## config.mk

```make
export PLATFORM = sky130hd
export DESIGN_NAME = skct_ram
export DESIGN_NICKNAME = d
export VERILOG_FILES = /design/src/skct_ram.sv
export SDC_FILE = /design/constraint.sdc
export NUM_CORES = 1
export LEC_CHECK = 0
export ABC_AREA = 1
export BUFFER_PORTS_ARGS = -buffer_cell sky130_fd_sc_hd__buf_2
export CORE_AREA = 5 5 299 301
export DETAILED_ROUTE_END_ITERATION = 10
export DIE_AREA = 0 0 304 306
export HOLD_SLACK_MARGIN = 0.06
export PLACE_DENSITY = 0.34
export SLEW_MARGIN = 0
export SYNTH_ARGS = -nofsm -noshare
export SYNTH_HDL_FRONTEND = slang
export SYNTH_SLANG_ARGS = --single-unit
```

## constraint.sdc

```tcl
create_clock -name clk -period 3.1 [get_ports clk]
set_input_delay 0 -clock clk [delete_from_list [all_inputs] [get_ports clk]]
set_output_delay 0 -clock clk [all_outputs]
set_load 0.05 [all_outputs]
```

## src/skct_ram.sv

```systemverilog
module skct_ram #(
  parameter int WIDTH = 8,
  parameter int DEPTH = 64
) (
  input  logic                     clk,
  input  logic                     we,
  input  logic [$clog2(DEPTH)-1:0] waddr,
  input  logic [WIDTH-1:0]         wdata,
  input  logic [$clog2(DEPTH)-1:0] raddr,
  output logic [WIDTH-1:0]         rdata
);

  logic [WIDTH-1:0] mem [DEPTH];

  // one write port, one registered read port
  always_ff @(posedge clk) begin
    if (we) begin
      mem[waddr] <= wdata;
    end
    rdata <= mem[raddr];
  end

endmodule

```

### Yosys cells after proc, flatten, opt, wreduce, memory -nomap -nowiden

Memory sizes are Yosys's and may differ from the RTL's. A register that Yosys moved wholly into a read port is not among the register bits.
Index checks and enable logic that the tools add are counted.

| word-level totals | value |
|---|---|
| input port bits | 22 |
| memories | 1 |
| RAM bits | 512 |
| flip-flop bits (word level) | 0 |

| operators by class | value |
|---|---|
| mux-type cells | 2 |

Memory list:

| memory | words | bits a word | rd ports | clocked after Yosys merged registers in | write ports | RTL line | RTL |
|---|---|---|---|---|---|---|---|
| mem | 64 | 8 | 1 | 1 | 1 | 13 | `logic [WIDTH-1:0] mem [DEPTH];` |

Operators by type and width:

| cell | count |
|---|---|
| $mux 1 | 2 |

### Depth between registers and ports, before layout

| depth | value |
|---|---|
| depth in word-level cells | 2 |
| gate-level depth with buffers | 12 |
| gate-level depth less buffers | 9 |

### Least setup slack after synthesis

OpenSTA, ideal clock, no wires.

| timing | value |
|---|---|
| path type | input port to flip-flop |
| from | input we |
| to | memory mem[48][0] (enable) |
| buffers on the path | 1 |
| required time | 2705 ps |
| path slack | 1334 ps |
| cell stages on the path | 3 |
| library setup time | 395 ps |
| data arrival time | 1371 ps |
| cells stage by stage | clkbuf_1 > nand4_1 > nor4_1 |

| between the ends | value |
|---|---|
| word-level cells in the longest chain between the ends | 2 |

Ends and longest elaborated chain:

| what | RTL line | RTL |
|---|---|---|
| start, declared | 6 | `input logic we,` |
| $mux 1 | 17 | `if (we) begin` |
| $mux 1 (implied by the code) | 18 | `mem[waddr] <= wdata;` |
| end, declared | 13 |  |

No other way between the ends.

==> results.json <==
{
  "numPortBuffers": 29,
  "critPathMaxFanout": 1,
  "period_share_pct": 61.6,
  "skew_ns": 0.0162,
  "numCtsBuffers": 60,
  "grt_overflow": 0,
  "gp_routability_congestion": 0.799,
  "avgSynthCellArea_um2": 11.8,
  "synthesis.nets": 1827,
  "ys_types": 16,
  "layout_common_cells": "nand2_1 (648), edfxtp_1 (512), nand3_1 (439)",
  "routed.top_layer": "met4",
  "period_needed_ns": 1.91,
  "max_freq_mhz": 524,
  "grt_antenna_before_repair": 5,
  "yosysSeqAreaShare_pct": 72.8,
  "min_path_type": "in -> reg",
  "crit_path_end_kind": "register",
  "leakagePower_nw": 8.84,
  "cts_root_buffer": "clkbuf_16",
  "die_area_um2": 93000,
  "rsz0062_at_grt": "false",
  "ys_warn_count": 0,
  "synth_seq_cells": 520,
  "io_pins": 30,
  "initial_utilization_pct": 24.7,
  "grt_max_degree": 129,
  "cts.path.max_buffers": 3,
  "cts_tree": "done",
  "r2r_cells": 9,
  "die-height_um": 306,
  "syn_area_um2": 21300,
  "final_hold_viol_count": 0,
  "r2r-start": "mem[51][1]",
  "drv_cap": 0,
  "relSlewSlack_pct": 19.1,
  "first_iter_violations": 990,
  "critPathLaunchType": "register",
  "r2r-end": "rdata[1]",
  "clock_latency_ns": 0.62,
  "via_per_inst": 4.46,
  "tightest_slew_ns": 1.21,
  "area_growth_syn_to_layout_pct": 16.9,
  "core_area_um2": 86300,
  "min_from": "wdata[4]",
  "crit_arrival_ns": 2.42,
  "dp_hpwl_mm": 40.8,
  "crit_type": "reg -> reg",
  "post_cts_resized": 0,
  "clk_pin_slew_ns": 0.06,
  "die_x_um": 304,
  "hold_end": "mem[0][4]",
  "final_common_cell": "nand2_1",
  "wl_met2_mm": 30.4,
  "worstPathRequired_ns": 3.61,
  "num_vias": 13800,
  "ant_nets": 0,
  "min_path_cells": 1,
  "cts_max_level": 2,
  "rows": 108,
  "firstDrtPassIters": 5,
  "yosys-top-cells-area": "edfxtp_1 (72%), nand2_1 (11%), nand3_1 (10%)",
  "regToRegSetupSlack_ns": 1.19,
  "wl_met3_mm": 3.71,
  "first_global_vias": 13900,
  "grt_pass1_wl_mm": 98.7,
  "seq_area_um2": 15500,
  "grt.total_usage_pct": 14.2,
  "wl_mm": 68.0,
  "peakVddDrop_v": 0.000381,
  "fin_nets": 1913,
  "final-max-slew-violation-count": 0,
  "cts_sinks": 520,
  "layout-drive-gt1-share_pct": 10.6,
  "wire_per_inst_um": 21.9,
  "setup_violations": 0,
  "tns_ns": 0,
  "power_mw": 15.5,
  "yosysTopAreaCellShare_pct": 72.0,
  "synth_area_leader_cell": "edfxtp_1",
  "startpoint": "mem[51][1]",
  "wl_met1_mm": 32.4,
  "power_density_nw_per_um2": 623,
  "num-fill-cells": 8948,
  "run_status": "finished, final reports clean",
  "multi_input_area_um2": 4950,
  "post-route-drc-count": 0,
  "synthCells": 1805
}
-- cells by family (layout without fill, tap and decap cells) --
| family | after synthesis | in the layout | share of synthesized area [%] |
|---|---|---|---|
| other | 0 | 2 | 0 |
| flip-flops | 520 | 520 | 72.8 |
| buffers and inverters | 125 | 261 | 4.02 |
| AND/OR/NAND/NOR | 1160 | 1160 | 23.2 |
-- where the power goes --
part / switching, mW / total (mW) / internal, mW
sequential: 0.0359 / 7.82 / 7.78
clock: 2.90 / 6.65 / 3.75
combinational: 0.806 / 1.06 / 0.255
-- repair_timing --
action | CTS | global route
buffers inserted | 0 | 0
endpoints found under the hold margin | 159 | 0
hold buffers | 14 | 0
-- worst max-delay path: stages, from the launching register on --
cell,delay (ns)
edfxtp_1,0.36
nand2_1,0.07
nand3_1,0.08
nand3_1,0.17
nand2_1,0.14
nand2_1,0.09
nand3_1,0.16
nand3_1,0.13
dlygate4sd3_1,0.57
nand2_1,0.05
-- routing by layer --
layer,track usage [%],vias to the layer above
met4,3.39,0
met3,2.92,95
met2,22.2,332
met5,0,-
met1,20.5,6855
li1,-,6543
-- worst max path at each step --
stage	to	slack [ns]	cells after the start
after global routing	rdata[1]	1.10	9
final	rdata[1]	1.19	9
after floorplan	mem[48][0]	1.33	3
after detailed placement	rdata[1]	0.87	11
after global placement	rdata[4]	0.86	11
after CTS	rdata[1]	1.19	9
-- flip-flops by register name (all words and copies together), names as in the netlist --
register,flops
mem,512
rdata,8
-- cell type report --
cell class	count	share of cell area [%]
Sequential cell	520	62.3
Multi-Input combinational cell	1160	19.8
Clock buffer	77	6.36
Tap cell	1155	5.80
Timing Repair Buffer	137	4.62
Clock inverter	35	0.853
Inverter	12	0.221
Antenna cell	2	0.0201
-- cells in the mapped netlist, drive strengths merged --
library cell / instances
inv: 12
buf: 98
nor2: 56
nor4: 8
dfxtp: 8
clkbuf: 15
nand4: 9
nand3: 439
edfxtp: 512
nand2: 648
-- through the flow --
stage | util [%] | area (um^2) | hold slack, ns | setup slack [ns] | std cells
2_1_floorplan | - | 21300 | 0.0989 | 1.33 | 1805
3_3_place_gp | 26.6 | 23000 | 0.398 | 0.856 | 2970
3_5_place_dp | 26.6 | 23000 | 0.411 | 0.871 | 2970
4_1_cts | 28.9 | 24900 | 0.0783 | 1.19 | 3096
5_1_grt | 28.9 | 24900 | 0.0741 | 1.10 | 3097
6_report | 28.9 | 24900 | 0.0569 | 1.19 | 3098
No activity file was read; power rests on OpenSTA's default activity.
