<file path="config.mk">
export PLATFORM = sky130hd
export DESIGN_NAME = skct_seq
export DESIGN_NICKNAME = d
export VERILOG_FILES = /design/src/skct_pkg.sv /design/src/skct_seq.sv
export SDC_FILE = /design/constraint.sdc
export NUM_CORES = 1
export LEC_CHECK = 0
export BUFFER_PORTS_ARGS = -buffer_cell sky130_fd_sc_hd__buf_4
export CORE_MARGIN = 2
export CORE_UTILIZATION = 34
export CTS_BUF_LIST = sky130_fd_sc_hd__clkbuf_2
export CTS_CLUSTER_SIZE = 12
export DETAILED_ROUTE_END_ITERATION = 6
export HOLD_SLACK_MARGIN = 0.12
export PLACE_DENSITY_LB_ADDON = 0.08
export SLEW_MARGIN = 20
export SYNTH_ARGS = -nofsm -noshare
export SYNTH_HDL_FRONTEND = slang
export SYNTH_SLANG_ARGS = --single-unit
</file>
<file path="constraint.sdc">
create_clock -name clk -period 14.6 [get_ports clk]
set_input_delay 2.92 -clock clk [delete_from_list [all_inputs] [get_ports clk]]
set_output_delay 2.92 -clock clk [all_outputs]
set_load 0.01 [all_outputs]
</file>
<file path="src/skct_pkg.sv">
package skct_pkg;

  // table size and derived widths
  localparam int CAPACITY = 64;
  localparam int ADDR_W   = $clog2(CAPACITY);
  localparam int FILL_W   = $clog2(CAPACITY + 1);

  // field widths
  localparam int OP_W     = 2;
  localparam int PLAYER_W = 8;
  localparam int CLASS_W  = 15;
  localparam int NUMBER_W = 15;
  localparam int KEY_W    = PLAYER_W + CLASS_W + NUMBER_W;
  localparam int CNT_W    = 31;
  localparam int IDX_W    = 6;

  localparam logic [CNT_W-1:0] COUNT_MAX = {CNT_W{1'b1}};

  // operation codes
  typedef enum logic [OP_W-1:0] {
    OP_INC   = 2'd0,
    OP_SET   = 2'd1,
    OP_QUERY = 2'd2,
    OP_READ  = 2'd3
  } op_t;

  // one stored entry, key above count
  typedef struct packed {
    logic [KEY_W-1:0] key;
    logic [CNT_W-1:0] cnt;
  } entry_t;

  localparam int ENTRY_W = KEY_W + CNT_W;

  // table memory access from the sequencer
  typedef struct packed {
    logic               we;
    logic [ADDR_W-1:0]  waddr;
    entry_t             wdata;
    logic [ADDR_W-1:0]  raddr;
  } mem_req_t;

  // finished result handed to the output register
  typedef struct packed {
    logic [CNT_W-1:0]  count;
    logic              found;
    logic              status;
    logic [KEY_W-1:0]  key;
    logic [FILL_W-1:0] fill;
  } res_t;

endpackage

</file>
<file path="src/skct_seq.sv">
module skct_seq import skct_pkg::*; (
  input  logic                clk,
  input  logic                rst,
  input  logic                in_valid,
  output logic                in_stall,
  input  logic [OP_W-1:0]     op,
  input  logic [PLAYER_W-1:0] player,
  input  logic [CLASS_W-1:0]  unit_class,
  input  logic [NUMBER_W-1:0] unit_number,
  input  logic [CNT_W-1:0]    loss_value,
  input  logic [IDX_W-1:0]    entry_index,
  output logic                res_valid,
  input  logic                res_take,
  output res_t                res,
  output mem_req_t            mem_req,
  input  entry_t              rdata
);

  typedef enum logic [7:0] {
    ST_IDLE   = 8'b0000_0001,
    ST_SCAN   = 8'b0000_0010,
    ST_DECIDE = 8'b0000_0100,
    ST_SHIFT  = 8'b0000_1000,
    ST_INSERT = 8'b0001_0000,
    ST_RD     = 8'b0010_0000,
    ST_RDWAIT = 8'b0100_0000,
    ST_FINISH = 8'b1000_0000
  } state_t;

  state_t             state;
  logic [FILL_W-1:0]  used;
  op_t                op_r;
  logic [KEY_W-1:0]   key_r;
  logic [CNT_W-1:0]   val_r;
  logic [IDX_W-1:0]   idx_r;
  logic [FILL_W-1:0]  pos;
  logic               pend;
  logic               hit;
  logic [CNT_W-1:0]   hit_cnt;
  logic [FILL_W-1:0]  rem;
  logic [ADDR_W-1:0]  wptr;
  logic [ADDR_W-1:0]  rptr;

  logic [CNT_W-1:0]   upd_cnt;
  logic [CNT_W-1:0]   ins_cnt;
  logic [FILL_W-1:0]  pos_inc;
  logic               scan_end;
  logic               scan_stop;
  logic               idx_ok;

  assign in_stall  = (state != ST_IDLE);
  assign res_valid = (state == ST_FINISH);

  // new count for a present key (saturating increment or overwrite) and for an inserted key
  always_comb begin
    if (op_r == OP_INC) begin
      upd_cnt = (hit_cnt == COUNT_MAX) ? COUNT_MAX : hit_cnt + CNT_W'(1);
      ins_cnt = CNT_W'(1);
    end else begin
      upd_cnt = val_r;
      ins_cnt = val_r;
    end
  end

  assign pos_inc   = pos + FILL_W'(1);
  assign scan_end  = (pos >= used);
  assign scan_stop = pend && (rdata.key >= key_r);
  assign idx_ok    = (FILL_W'(idx_r) < used);

  // memory port: one read and at most one write a cycle
  always_comb begin
    mem_req       = '0;
    mem_req.raddr = pos[ADDR_W-1:0];
    case (state)
      ST_SCAN: begin
        if (pend) begin
          mem_req.raddr = pos_inc[ADDR_W-1:0];
        end
      end
      ST_DECIDE: begin
        if (hit && (op_r != OP_QUERY)) begin
          mem_req.we    = 1'b1;
          mem_req.waddr = pos[ADDR_W-1:0];
          mem_req.wdata = '{key: key_r, cnt: upd_cnt};
        end
      end
      ST_SHIFT: begin
        mem_req.raddr = rptr;
        if (pend) begin
          mem_req.we    = 1'b1;
          mem_req.waddr = wptr;
          mem_req.wdata = rdata;
        end
      end
      ST_INSERT: begin
        mem_req.we    = 1'b1;
        mem_req.waddr = pos[ADDR_W-1:0];
        mem_req.wdata = '{key: key_r, cnt: ins_cnt};
      end
      ST_RD: begin
        mem_req.raddr = ADDR_W'(idx_r);
      end
      default: begin
      end
    endcase
  end

  // sequencer
  always_ff @(posedge clk) begin
    if (rst) begin
      state <= ST_IDLE;
      used  <= '0;
      pend  <= 1'b0;
    end else begin
      case (state)
        ST_IDLE: begin
          if (in_valid) begin
            op_r  <= op_t'(op);
            key_r <= {player, unit_class, unit_number};
            val_r <= loss_value;
            idx_r <= entry_index;
            pos   <= '0;
            pend  <= 1'b0;
            state <= (op_t'(op) == OP_READ) ? ST_RD : ST_SCAN;
          end
        end
        // linear search for the first key not below the item key
        ST_SCAN: begin
          if (scan_end) begin
            hit   <= 1'b0;
            pend  <= 1'b0;
            state <= ST_DECIDE;
          end else if (!pend) begin
            pend <= 1'b1;
          end else if (scan_stop) begin
            hit     <= (rdata.key == key_r);
            hit_cnt <= rdata.cnt;
            pend    <= 1'b0;
            state   <= ST_DECIDE;
          end else begin
            pos <= pos_inc;
          end
        end
        ST_DECIDE: begin
          if (op_r == OP_QUERY) begin
            res   <= '{count: hit ? hit_cnt : CNT_W'(0), found: hit, status: 1'b0,
                       key: '0, fill: used};
            state <= ST_FINISH;
          end else if (hit) begin
            res   <= '{count: upd_cnt, found: 1'b1, status: 1'b0, key: '0, fill: used};
            state <= ST_FINISH;
          end else if (used == FILL_W'(CAPACITY)) begin
            res   <= '{count: '0, found: 1'b0, status: 1'b1, key: '0, fill: used};
            state <= ST_FINISH;
          end else begin
            rem   <= used - pos;
            wptr  <= used[ADDR_W-1:0];
            rptr  <= ADDR_W'(used - FILL_W'(1));
            pend  <= 1'b0;
            state <= ST_SHIFT;
          end
        end
        // move later entries up by one place, top first
        ST_SHIFT: begin
          if (pend) begin
            wptr <= wptr - ADDR_W'(1);
          end
          if (rem != '0) begin
            rptr <= rptr - ADDR_W'(1);
            rem  <= rem - FILL_W'(1);
            pend <= 1'b1;
          end else begin
            pend <= 1'b0;
            if (!pend) begin
              state <= ST_INSERT;
            end
          end
        end
        ST_INSERT: begin
          used  <= used + FILL_W'(1);
          res   <= '{count: ins_cnt, found: 1'b0, status: 1'b0, key: '0,
                     fill: used + FILL_W'(1)};
          state <= ST_FINISH;
        end
        ST_RD: begin
          res   <= '{count: '0, found: 1'b0, status: 1'b0, key: '0, fill: used};
          state <= idx_ok ? ST_RDWAIT : ST_FINISH;
        end
        ST_RDWAIT: begin
          res   <= '{count: rdata.cnt, found: 1'b1, status: 1'b0, key: rdata.key,
                     fill: used};
          state <= ST_FINISH;
        end
        ST_FINISH: begin
          if (res_take) begin
            state <= ST_IDLE;
          end
        end
        default: begin
          state <= ST_IDLE;
        end
      endcase
    end
  end

endmodule

</file>
==> Word level (Yosys, flattened, before mapping) <==
Index checks and enable logic that the tools add are counted.
{ "op_classes": {"bitwise_logic": 2, "mux": 57, "n_lt_le_gt_ge": 3, "eq_ne": 30, "n_reduce_logical": 20, "add_sub_neg": 8} }
{ "ops": {"columns": ["op", "count"], "rows": [
  ["$pmux 78 s4", 1],
  ["$mux 78", 3],
  ["$pmux 76 s3", 1],
  ["$mux 76", 2],
  ["$mux 31", 4],
  ["$mux 8", 11],
  ["$mux 6", 10],
  ["$mux 7", 8],
  ["$pmux 8 s7", 1],
  ["$eq 38x38->1", 1],
  ["$ge 38x38->1", 1],
  ["$add 31x1->31 const B", 1],
  ["$eq 31x31->1 const B", 1],
  ["$pmux 7 s2", 2],
  ["$ne 2x2->1 const B", 12],
  ["$pmux 6 s2", 2],
  ["$reduce_and 6->1", 4],
  ["$pmux 6 s3", 1],
  ["$sub 6x1->6 const B", 3],
  ["$add 7x1->7 const B", 2],
  ["$mux 1", 10],
  ["$reduce_and 5->1", 2],
  ["$eq 8x1->1 const B", 1],
  ["$eq 8x2->1 const B", 1],
  ["26 further kinds", 35]
]} }
{ "word_totals": {"inputBits": 150, "register_bits": 229, "elab_cells": 138} }

==> Logic depth before layout (Yosys ltp) <==
Gate-level depths: netlist of the first run.
{ "logic_depth": {"word_depth": 6, "ltp_mapped": 10, "depth_no_buf": 10} }

==> Worst setup path after synthesis of the first run <==
No wires, ideal clock.
{ "synth_path": {"path_kind": "in2reg", "start": "input rst", "end": "register res[0] in the netlist's numbering, enable pin", "path_slack_ps": 4888, "path_stages": 3, "setup_time_ps": 630, "arrival_ps": 9082, "path_cell_list": "clkbuf_1 > clkbuf_1 > a211oi_1"} }
{ "synth_between": {"elab_chain_cells": 2} }
{ "synth_lines": {"columns": ["element", "line_no", "text"], "rows": [
  ["from (decl)", "skct_seq.sv:3", "input logic rst,"],
  ["$not 1->1 (no source line)", null, null],
  ["$reduce_and 3->1 (no source line)", null, null],
  ["to (signal assigned)", "skct_seq.sv:146", "res <= '{count: hit ? hit_cnt : CNT_W'(0), found: hit, status: 1'b0,"],
  ["to (signal assigned)", "skct_seq.sv:150", "res <= '{count: upd_cnt, found: 1'b1, status: 1'b0, key: '0, fill: used};"],
  ["to (signal assigned)", "skct_seq.sv:153", "res <= '{count: '0, found: 1'b0, status: 1'b1, key: '0, fill: used};"],
  ["to (decl)", "skct_seq.sv:14", "output res_t res,"]
]} }
Every way passes these cells.
A chain may end at the register's enable or synchronous reset.

==> results of run 1 <==
[layout make-up]
type | count | area [µm²] | area share, %
diodes | 1 | 2.50 | 0.0160
repair buffers | 326 | 2450 | 15.6
multi-input cells | 734 | 5080 | 32.4
flip-flops and latches | 229 | 6720 | 42.9
clock inverters | 18 | 93.8 | 0.599
inverters | 65 | 244 | 1.56
clock buffers | 99 | 495 | 3.16
well taps | 461 | 577 | 3.68
[metal layers]
layer,global-route usage [%],part of all wire (%)
met4,8.74,3.4
met3,5.04,6.4
met1,26.8,41
met2,36.3,49
met5,0,0
[stage by stage]
stage	power, mW	cells	utilization, %
2_1_floorplan	0.814	1085	-
3_3_place_gp	0.879	1815	42.5
4_1_cts	1.38	1932	44.1
6_report	1.36	1933	44.1
5_1_grt	1.42	1933	44.1
3_5_place_dp	0.880	1815	42.5
[cell usage in the layout, fill, tap and decap left out, types with 29 or more instances in the layout]
cell	Yosys	final
a21oi_1	56	56
a22o_1	65	65
a22oi_1	29	29
and2_1	48	48
buf_4	0	326
clkbuf_2	0	99
edfxtp_1	213	213
ha_1	57	57
inv_1	65	65
nand2_1	65	65
nor2_1	46	43
o21ai_0	92	92
[state kept, by name, summed over array words and instances, names as in the netlist]
signal / cells
rptr: 6
state: 8
hit_cnt: 31
used: 7
res: 78
key_r: 38
op_r: 2
hit: 1
pos: 7
rem: 7
idx_r: 6
val_r: 31
pend: 1
wptr: 6
[cells by family after synthesis]
group           after synthesis  share of synthesized area, %
mux                           3                         0.245
buf+inv                     122                          4.09
fa+ha+maj                    58                          5.99
xor+xnor                     47                          3.37
compound gates              321                          17.7
flops                       229                          54.9
simple gates                305                          13.7
[worst reg2reg max path, cell delays in order (launching register included)]
cell,delay [ns]
dfxtp_1,0.39
or4_4,0.57
or4_4,0.56
nor3b_4,0.78
buf_4,0.96
[where the power goes]
| part | internal (mW) | total, mW | switching [mW] |
|---|---|---|---|
| logic | 0.0534 | 0.118 | 0.0644 |
| clock network | 0.197 | 0.491 | 0.294 |
| registers | 0.734 | 0.747 | 0.0124 |
[final timing paths]
path             start          end
min reg2reg  val_r[29]      res[76]
max           state[7]  mem_req[16]
min          val_r[29]      res[76]
max reg2reg   state[4]    val_r[13]
==> impl_metrics.toml, run 1 <==
[place]
placed_cell_area_um2 = 15100
port_buffers = 311
gp_congestion = 0.835
dp_hpwl_mm = 28.9
pre_cts_ws_ns = 8.17

[timing]
worstMarginPinSlew_ns = 1.10
final_max_slew_viol_count = 0
skew_ns = 0.0477
period_share_pct = 46.7
hold_violations = 0
finalWorstSetupSlack_ns = 7.78
rsz0062_at_grt = "false"
setup_viol = 0
fmax_mhz = 147
fin_tns_setup_ns = 0
fin_crit_ns = 6.82
whs_ns = 0.639
timing.max_slew.rel_slack_pct = 26.6

[synthesis]
async_reset_ff_share_pct = 0
synth_cells = 1085
synth_largest_area_cell = "edfxtp_1"
ys_ff_latch = 229
yosysSeqAreaShare_pct = 54.9
ys_top_cells_by_area = "edfxtp_1 52%, ha_1 5.8%, a22o_1 4.7%"
synth_nets = 1293
avgSynthCellArea_um2 = 11.3
synthTopCellsByCount = "213 x edfxtp_1, 92 x o21ai_0, 65 x a22o_1, 65 x inv_1, 65 x nand2_1"
synth_top_area_share_pct = 52.3
yosys_warnings = 0
synth_area_um2 = 12200
yosys_most_used_dff = "edfxtp_1"
synthDistinctLibCells = 67
synth_edf_count = 213
synth_most_common_cell = "edfxtp_1"

[worst_setup_path]
crit_path_top_delay_cell = "nor2_4"
critPathTopFamily = "simple AND/OR/NAND/NOR gates"
cp.buffers_inverters = 3
critPathMaxFanout = 48
crit_type = "reg -> out"
max_stage_delay_ns = 0.67
cp-end-kind = "output pin"
cp.depth = 8
arrival_ns = 3.90
cp_common_cell = "buf_4"
worstSetupStartpointType = "flop"
reg2reg_depth = 4
worstPathRequired_ns = 11.68
rrSetupSlack_ns = 10.91
crit_path_cell_trace = "nor4_2 > nand3_1 > buf_4 > nor2_4 > buf_4 > a22oi_1 > o21ai_0 > buf_4"

[drt]
vias = 10300
firstDrtPassIters = 5
wirelength_mm = 41.5
drc = 0
antenna_left = 0
routedWlPerCell_um = 21.5
drt_iter0_drc = 578
routed_via_density = 5.31

[grt]
antenna_found_initial = 1
grt_pass1_wl_mm = 62.0
grtUsageTotal_pct = 21.6
grt_pass1_vias = 10300
grt_max_degree = 66
overflow = 0

[clock_tree]
cts_made_buffers = 69
post_cts_buffers = 0
cts_hold_buf = 0
clk_latency_ns = 0.88
cts_max_level = 3
cts_tree = "yes"
cts_root_buffer = "clkbuf_2"
cts_buffer_depth = 3
clkTransAtPathRegs_ns = 0.09
post_cts.resized_instances = 0
cts.sinks = 229

[final_layout]
areaGrowthSynthToFinish_pct = 28.0
fillers = 3481
nNetsFinal = 1633
drive_gt1_share_pct = 30.7
final_area_um2 = 15700

[pwr]
leakage_nw = 6.32
ir_worst_vdd_v = 0.0000419
power.density_nw_per_um2 = 86.6

[die]
die_area_um2 = 37500
die_w_um = 194
core_um2 = 35500
ioPinCount = 312
rows = 69
initial_core_util_pct = 34.5
die_y_um = 194

[job]
drv_cap = 0

[status]
status = "complete, no violations"

[hold_path]
holdPathStages = 2
hp-class = "reg -> reg"
(Power assumes the default switching activity.)
==> run 2: changes to the inputs <==
Clock period 14.6 ns to 5.81 ns, I/O delays scaled along.
==> impl_metrics.toml, run 2 (synthesized netlist as in run 1, its figures left out) <==
[timing]
setup_viol = 0
skew_ns = 0.0784
worstMarginPinSlew_ns = 1.11
period_share_pct = 89.5
timing.max_slew.rel_slack_pct = 26.1
rsz0062_at_grt = "false"
fmax_mhz = 192
whs_ns = 0.426
hold_violations = 0
final_max_slew_viol_count = 0
fin_tns_setup_ns = 0
fin_crit_ns = 5.20

[clock_tree]
clk_latency_ns = 0.91
post_cts.resized_instances = 0
cts_buffer_depth = 3
cts_tree = "yes"
cts_max_level = 3
cts_root_buffer = "clkbuf_2"
cts.sinks = 229
cts_made_buffers = 68
cts_hold_buf = 0
clkTransAtPathRegs_ns = 0.11
post_cts_buffers = 0

[drt]
routed_via_density = 5.30
antenna_left = 0
drt_iter0_drc = 604
m1WireLength_mm = 16.8
highest_layer = "met4"
vias = 10300
wl_met3_mm = 2.96
firstDrtPassIters = 5
dr_wl_met2_mm = 20.1
wirelength_mm = 41.1
routedWlPerCell_um = 21.2
drc = 0

[pwr]
cell_internal_pwr_mw = 2.52
p_comb_share_pct = 8.6
power.density_nw_per_um2 = 221
power_frac_clock_pct = 37.3
leakage_nw = 6.35
ir_worst_vdd_v = 0.000113
seqPwrFrac_pct = 54.1
p_sw_uw = 953
power.share.switching_pct = 27.5

[die]
die_y_um = 194
rows = 69
initial_core_util_pct = 34.5
die_area_um2 = 37500
core_um2 = 35500
die_w_um = 194
ioPinCount = 312

[worst_setup_path]
arrival_ns = 4.04
cp.depth = 7
critPathMaxFanout = 25
crit_path_cell_trace = "nand2b_1 > and2_1 > nand2_1 > nand2b_2 > buf_4 > a22o_1 > buf_4"
reg2reg_depth = 5
crit_path_top_delay_cell = "and2_1"
worstPathRequired_ns = 4.65
cp.buffers_inverters = 2
worstSetupStartpointType = "flop"
crit_type = "reg -> out"
max_stage_delay_ns = 0.65
cp-end-kind = "output pin"
cp_common_cell = "buf_4"
critPathTopFamily = "simple AND/OR/NAND/NOR gates"

[final_layout]
final_cell_mix = "328 x buf_4, 213 x edfxtp_1, 98 x clkbuf_2"
areaGrowthSynthToFinish_pct = 28.4
layout_commonest_cell = "buf_4"
fillers = 3438
nNetsFinal = 1634
drive_gt1_share_pct = 30.8
max_flop_register = "res"
largest_reg_flops = 78
largestRegisters = "res: 78 flops, key_r: 38 flops"

[grt]
antenna_found_initial = 1
grt_pass1_wl_mm = 61.2
grt_pass1_vias = 10200
overflow = 0
grtUsageTotal_pct = 21.3
grt_max_degree = 47

[place]
gp_congestion = 0.842
dp_hpwl_mm = 29.2
port_buffers = 311

[status]
status = "complete, no violations"

[hold_path]
holdPathStages = 1
hp-class = "in -> reg"

[job]
drv_cap = 0
-- run 2: worst paths after layout --
check	start	to	slack, ns
worst min-delay path	loss_value[10]	val_r[10]	0.43
worst max-delay path	op_r[0]	mem_req[62]	0.61
worst max register to register	state[4]	key_r[15]	2.38
worst min register to register	val_r[29]	res[76]	0.62
-- run 2: stage by stage --
stage                     util, %  power (mW)  worst slack, ns  area [µm²]  instances
after floorplan                 -        2.05           0.0340       12200       1085
after detailed placement     42.5        2.21             1.50       15100       1817
after CTS                    44.2        3.54            0.445       15700       1936
after global routing         44.3        3.65            0.208       15700       1937
after global placement       42.5        2.21             1.60       15100       1817
final                        44.3        3.47            0.608       15700       1937
-- run 2: cell type report --
class | count | area, µm² | share of cell area [%]
sequential | 229 | 6720 | 42.8
clock buffer | 98 | 490 | 3.12
tap | 461 | 577 | 3.67
timing repair buffer | 328 | 2460 | 15.7
antenna | 1 | 2.50 | 0.0159
multi-input combinational | 734 | 5080 | 32.3
inverter | 65 | 244 | 1.55
clock inverter | 21 | 131 | 0.837
-- run 2: power groups by stage --
stage          combinational (mW)  clock (mW)  sequential [mW]
2_1_floorplan               0.139           0             1.91
3_3_place_gp                0.298           0             1.91
3_5_place_dp                0.300           0             1.91
4_1_cts                     0.301        1.36             1.88
5_1_grt                     0.332        1.43             1.88
6_report                    0.299        1.29             1.88
-- run 2: layer usage --
metal / track usage [%] / vias up
met3: 5.57 / 71
li1: - / 4849
met4: 8.17 / 0
met5: 0 / -
met2: 35.9 / 426
met1: 26.1 / 4928
==> run 3: changes to the inputs <==
Settings changed: CORE_ASPECT_RATIO from default to 2.
==> impl_metrics.toml, run 3 (synthesized netlist as in run 1, its figures left out) <==
[clock_tree]
cts_tree = "yes"
cts.sinks = 229
cts_max_level = 2
cts_root_buffer = "clkbuf_2"
cts_hold_buf = 0
cts_made_buffers = 56
post_cts.resized_instances = 0
clkTransAtPathRegs_ns = 0.14
cts_buffer_depth = 3
clk_latency_ns = 0.95
post_cts_buffers = 0

[drt]
antenna_left = 0
wirelength_mm = 44.5
routedWlPerCell_um = 23.2
drt_iter0_drc = 575
firstDrtPassIters = 7
routed_via_density = 5.40
drc = 0
vias = 10400

[timing]
period_share_pct = 88.4
fin_tns_setup_ns = 0
rsz0062_at_grt = "false"
fin_crit_ns = 5.14
fmax_mhz = 195
worstMarginPinSlew_ns = 0.974
setup_viol = 0
hold_violations = 0
skew_ns = 0.0498
final_max_slew_viol_count = 0
timing.max_slew.rel_slack_pct = 34.6

[grt]
overflow = 0
grt_max_degree = 53
grtUsageTotal_pct = 22.8
antenna_found_initial = 4
grt_pass1_vias = 10800
grt_pass1_wl_mm = 65.1

[final_layout]
largest_reg_flops = 78
final_cell_mix = "329 x buf_4, 213 x edfxtp_1, 92 x o21ai_0"
nNetsFinal = 1625
layout_commonest_cell = "buf_4"
areaGrowthSynthToFinish_pct = 28.0
largestRegisters = "res: 78 flops, key_r: 38 flops"
max_flop_register = "res"
drive_gt1_share_pct = 30.5

[die]
die_y_um = 272
initial_core_util_pct = 34.4
die_w_um = 138
die_area_um2 = 37600
rows = 98
core_um2 = 35600
ioPinCount = 312

[place]
dp_hpwl_mm = 33.1
port_buffers = 311
gp_congestion = 0.849

[pwr]
leakage_nw = 6.30
ir_worst_vdd_v = 0.000119
power.density_nw_per_um2 = 213
p_total_mw = 3.34

[hold_path]
hp-class = "in -> reg"

[worst_setup_path]
critPathMaxFanout = 18
worstPathRequired_ns = 4.65
cp-end-kind = "output pin"
crit_type = "reg -> out"
worstSetupStartpointType = "flop"
arrival_ns = 3.97

[job]
drv_cap = 0

[status]
status = "complete, no violations"
==> run 3: cell count changes in the layout (fill, tap and decap cells not counted) <==
| cell | change |
|---|---|
| buf_12 | +1 |
| clkinvlp_4 | +1 |
| bufinv_16 | -1 |
| inv_2 | -2 |
| clkinv_1 | -3 |
| buf_4 | +1 |
| clkinv_2 | +5 |
| diode_2 | +3 |
| clkbuf_2 | -14 |
| buf_8 | +1 |
==> run 3: routing by layer <==
layer / track usage (%) / routed length [µm] / share of wire, % / up-vias
met1: 21.9 / 14700 / 33 / 4998
li1: - / - / - / 4833
met2: 45.1 / 25100 / 57 / 416
met4: 12.9 / 2410 / 5.4 / 0
met5: 0 / 0 / 0 / -
met3: 3.71 / 2270 / 5.1 / 114
==> run 3: worst max-delay path, cell delays in order, from the launching register on <==
cell,delay [ns]
edfxtp_1,0.43
ha_1,0.33
and4_1,0.31
nand2_2,0.15
nor4_2,0.30
nand2b_1,0.79
o22ai_1,0.22
o21ai_0,0.31
buf_4,0.18
==> run 3: path summary, 6_finish.rpt <==
| check | start | to | slack (ns) | cells after the start |
|---|---|---|---|---|
| hold / removal | loss_value[9] | val_r[9] | 0.38 | 1 |
| setup / recovery | hit_cnt[0] | mem_req[13] | 0.67 | 8 |
| setup reg to reg | key_r[13] | pos[2] | 2.55 | 9 |
| hold reg to reg | rem[0] | rem[0] | 0.64 | 1 |
==> run 3: final cells by class <==
class | count | area [µm²]
fillers | 3547 | 19900
flip-flops and latches | 229 | 6720
multi-input cells | 734 | 5080
repair buffers | 331 | 2500
well taps | 450 | 563
clock buffers | 84 | 420
inverters | 65 | 244
clock inverters | 21 | 115
diodes | 4 | 10.0
==> run 3: report_power, final <==
| group | switching (mW) | internal [mW] |
|---|---|---|
| logic | 0.167 | 0.136 |
| clock network | 0.719 | 0.436 |
| registers | 0.0344 | 1.85 |
| total | 0.920 | 2.42 |
==> run 3: stage by stage <==
stage               setup WS, ns  utilization (%)  cells  hold slack (ns)  cell area (µm²)
floorplan                 0.0340                -   1085            0.548            12200
global placement            1.56             42.4   1808            0.613            15100
detailed placement          1.53             42.5   1809            0.616            15100
CTS                        0.545             44.0   1914            0.267            15600
global route               0.396             44.0   1918            0.302            15700
finish                     0.674             44.0   1918            0.380            15700
